--- config.mk ---
export PLATFORM = sky130hd
export DESIGN_NAME = pti_front
export DESIGN_NICKNAME = d
export VERILOG_FILES = /design/src/hdl/pose_time_sync_interpolator_unit_assert.svh /design/src/hdl/pti_pkg.sv /design/src/hdl/pti_front.sv
export SDC_FILE = /design/constraint.sdc
export NUM_CORES = 1
export LEC_CHECK = 0
export BUFFER_PORTS_ARGS = -buffer_cell sky130_fd_sc_hd__buf_2
export CORE_MARGIN = 2
export CORE_UTILIZATION = 48
export DETAILED_ROUTE_END_ITERATION = 8
export GPL_TIMING_DRIVEN = 0
export PLACE_DENSITY_LB_ADDON = 0.08
export SYNTH_ARGS = -nofsm -noshare
export SYNTH_HDL_FRONTEND = slang
export SYNTH_SLANG_ARGS = --single-unit
export TNS_END_PERCENT = 50
--- constraint.sdc ---
create_clock -name clk -period 7.43 [get_ports clk]
set_input_delay 1.486 -clock clk [delete_from_list [all_inputs] [get_ports clk]]
set_output_delay 1.486 -clock clk [all_outputs]
set_load 0.02 [all_outputs]
--- src/hdl/pose_time_sync_interpolator_unit_assert.svh ---
// Assertion helpers for the pose sync block.
`ifndef POSE_TIME_SYNC_INTERPOLATOR_UNIT_ASSERT_SVH
`define POSE_TIME_SYNC_INTERPOLATOR_UNIT_ASSERT_SVH

// Condition that holds at every clock edge outside reset.
`define PTI_ASSERT(label, clk, rst, cond) \
  label: assert property (@(posedge clk) disable iff (rst) (cond)) \
    else $error("pti assertion failed");

// Antecedent implies consequent in the next cycle.
`define PTI_ASSERT_NEXT(label, clk, rst, ante, cons) \
  label: assert property (@(posedge clk) disable iff (rst) (ante) |=> (cons)) \
    else $error("pti assertion failed");

`endif

--- src/hdl/pti_pkg.sv ---
package pti_pkg;
  localparam int DEPTH = 16;
  localparam int AW    = (DEPTH > 1) ? $clog2(DEPTH) : 1;
  localparam int FW    = $clog2(DEPTH + 1);
  localparam int NCOMP = 7;
  localparam int QBASE = 3;
  localparam logic [23:0] MAX_GAP_RESET = 24'd200000;

  typedef enum logic [1:0] {
    ST_OK    = 2'd0,
    ST_FEW   = 2'd1,
    ST_EARLY = 2'd2,
    ST_GAP   = 2'd3
  } status_t;

  typedef enum logic {
    KIND_SAMPLE  = 1'b0,
    KIND_REQUEST = 1'b1
  } kind_t;

  typedef logic signed [31:0] comp_t;

  typedef struct packed {
    logic [31:0]             stamp;
    comp_t [NCOMP-1:0]       comp;
  } sample_t;

  typedef struct packed {
    kind_t   kind;
    sample_t data;
  } item_t;

  typedef struct packed {
    status_t           status;
    logic [31:0]       stamp;
    comp_t [NCOMP-1:0] comp;
  } result_t;
endpackage

--- src/hdl/pti_front.sv ---
module pti_front (
  input  logic             clk,
  input  logic             rst,
  input  logic             push,
  output logic             full,
  input  logic             mode,
  input  pti_pkg::sample_t in_data,
  output logic             q_valid,
  output pti_pkg::item_t   q_item,
  input  logic             q_pop
);
  import pti_pkg::*;

  item_t      slots [2];
  logic       wr_ptr;
  logic       rd_ptr;
  logic [1:0] cnt;
  logic       do_push;
  logic       do_pop;

  assign full    = (cnt == 2'd2);
  assign q_valid = (cnt != 2'd0);
  assign q_item  = slots[rd_ptr];
  assign do_push = push && !full;
  assign do_pop  = q_pop && q_valid;

  always_ff @(posedge clk) begin
    if (rst) begin
      wr_ptr <= 1'b0;
      rd_ptr <= 1'b0;
      cnt    <= 2'd0;
    end else begin
      if (do_push) wr_ptr <= ~wr_ptr;
      if (do_pop) rd_ptr <= ~rd_ptr;
      cnt <= cnt + 2'(do_push) - 2'(do_pop);
    end
  end

  always_ff @(posedge clk) begin
    if (do_push) begin
      slots[wr_ptr] <= '{kind: kind_t'(mode), data: in_data};
    end
  end
endmodule

==> metrics <==
largest net degree at the start of global routing=118; Root Buffer=clkbuf_16; Port Buffers=519; fill count=3099; max-slew violation count=0; post-route ant nets=0; number of DRC markers in iteration 0=465; CP max-delay cell=dfxtp_1; Pint=6.17 mW; Simple-Gate Fraction of Synth Area=0.234%; most frequent CP cell=buf_8; mux contribution to synthesized area=19.0%; clock slew at reported path FFs=0.06 ns; gr ovfl total=0; share of cells above drive strength 1=60.7%; Die W=207 um; Mapped Nets=1089; Initial Util=48.6%; area fraction of the dominant cell type after synthesis=78.0%; Clock Path Buffers=3; Switching Share=29.0%; Final period util=46.2%; Syn Std Cell Area=19800 um2; Comb power frac=29.2%; Yosys warnings=0; CTS tree=yes; CTS Buf Count=54; Synth Instances=826; setup repair bufs after CTS=0; H-tree depth=2; total I/O pin count=520; die height=207 um; Seq pwr share=42.6%; DR DRC count=0; register area share after synthesis=78.5%; core area=40700 um2; peak supply drop=0.226 mV; Setup Viol. Count Final=0; total routed wirelength=42.7 mm; RSZ-0062 raised after global routing=false; Worst Skew=0.0214 ns; WL per Instance=21.4 um; dpl hpwl=29.9 mm; Total Routing Usage GR=19.4%; post-route core utilization=61.0%; CP Data Required Time=5.94 ns; worst slew pin tran=0.671 ns; Post-Synth XOR/XNOR Area=0.133%; Pre-antenna DRT Iters=4; GP Congestion=0.729; final setup TNS=0 ns; full die area=42900 um2; first-pass GRT wire length=62.0 mm; Arr. time, crit path=1.94 ns; Net Switching=2.53 mW; Worst Path Max Fanout=10; Max stage delay on crit path=0.32 ns; Fmax=291 MHz; row count=74; Final Net Count=1670; vias in the first global route=10000; clock sink count=519; status=completed; pwr/cell area=350 nW/um2; area grow syn2layout=25.6%; HP Class=flip-flop to flip-flop; initial antenna violation count=19; Final Hold Fails=0; CP Launch Type=flip-flop; Yosys top cell by area=edfxtp_1; Seq cells post-synth=519; compound-gate portion of the synthesized area=0.0885%; clock network fraction of total power=28.2%; post-CTS resize count=0; max_cap viols=0; Clk Latency, worst-skew pair=0.58 ns; Crit Path Category=flip-flop to primary output; vias per cell=4.86; Critical Path, Cell by Cell=buf_6, buf_8, buf_8, mux2_4, buf_2; Pleak=9.75 nW; main combinational cell family by area after synthesis=multiplexers; Post-Synth Adder-Cell Area=0.126%; Setup crit end kind=primary output; number of hold-repair buffers added at the cts stage=0; post-layout min period=3.43 ns; Distinct cells, synth=22; synth top area cells=edfxtp_1 (78%), mux2_4 (17%), mux2_2 (1.5%), buf_6 (0.85%), buf_8 (0.83%); relative slew slack=55.3%; routed vias=9684; syn avg cell area=24.0 um2
## state kept, by name, indices dropped and copies added (netlist names), named ones only
register	count
cnt	2
rd_ptr	1
slots	514
wr_ptr	1
## cell type report
class,instances,area (um2),area share (%)
well taps,532,666,2.68
clock buffers,74,1450,5.82
flip-flops and latches,519,15500,62.5
repair buffers,525,2760,11.1
plain buffers,29,364,1.46
inverters,4,22.5,0.0906
clock inverters,21,144,0.579
diodes,15,37.5,0.151
multi-input cells,274,3880,15.6
## kinds of logic after synthesis
| logic type | Yosys count |
|---|---|
| buffers and inverters | 33 |
| xor gates and xnor gates | 3 |
| muxes | 257 |
| and+or+nand+nor | 9 |
| adders and majority gates | 2 |
| DFF | 519 |
| AOI/OAI and AO/OA | 3 |
## cell usage in the layout, fill, tap and decap left out, types with 2 or more instances in the layout
cell type,n
clkinv_1,12
ha_1,2
buf_16,6
buf_2,521
xnor2_1,2
nor2_1,3
clkbuf_1,19
buf_8,11
clkbuf_16,55
buf_6,15
mux2_4,230
bufinv_16,2
mux2_2,27
diode_2,15
inv_1,3
clkinv_2,6
edfxtp_1,514
dfxtp_1,5
## routing by layer
metal | vias to the layer above | wire length (um) | global-route usage (%)
met3 | 74 | 4080 | 8.26
met4 | 12 | 1060 | 7.51
met2 | 361 | 21800 | 33.3
met5 | - | 72 | 0
met1 | 4743 | 15600 | 21.5
li1 | 4494 | - | -
## through the flow
stage | power (mW) | hold WS, ns | instance area (um2) | worst slack (ns) | std cells
CTS | 8.81 | 0.523 | 24800 | 3.93 | 1978
floorplan | 5.62 | 0.451 | 19800 | -0.0222 | 826
finish | 8.70 | 0.517 | 24900 | 4.00 | 1993
global route | 9.05 | 0.540 | 24800 | 3.91 | 1988
detailed placement | 6.34 | 0.507 | 23200 | 4.06 | 1883
global placement | 6.43 | 0.475 | 23100 | -3.35 | 1877
## power groups by stage
stage	logic, mW	clock network [mW]	registers (mW)
6_report	2.54	2.45	3.71
5_1_grt	2.68	2.63	3.74
4_1_cts	2.58	2.52	3.71
3_5_place_dp	2.57	0	3.77
3_3_place_gp	2.54	0	3.90
2_1_floorplan	1.79	0	3.83
## critical path: cells and delay by family (launching register included)
kind                   cells  cell delay [ns]
DFF                        1             0.32
buffers and inverters      4             0.72
muxes                      1             0.31
## cells in the mapped netlist (all sizes together)
cell type    n
nand2b       1
ha           2
xor2         1
a21oi        1
xnor2        2
o21a         1
nor2         3
nand2        1
o21ai        1
or3          1
and3         1
buf         29
mux2       257
nor2b        1
or2          1
dfxtp        5
edfxtp     514
inv          4
## worst paths after layout
path / start / end / slack, ns / depth (start not counted)
max reg2reg: cnt[0] / slots[0][192] / 5.07 / 5
min reg2reg: rd_ptr / rd_ptr / 0.52 / 2
min: rd_ptr / rd_ptr / 0.52 / 2
max: flip-flop / q_item[134] / 4.00 / 5
No activity file was read; power rests on OpenSTA's default activity.
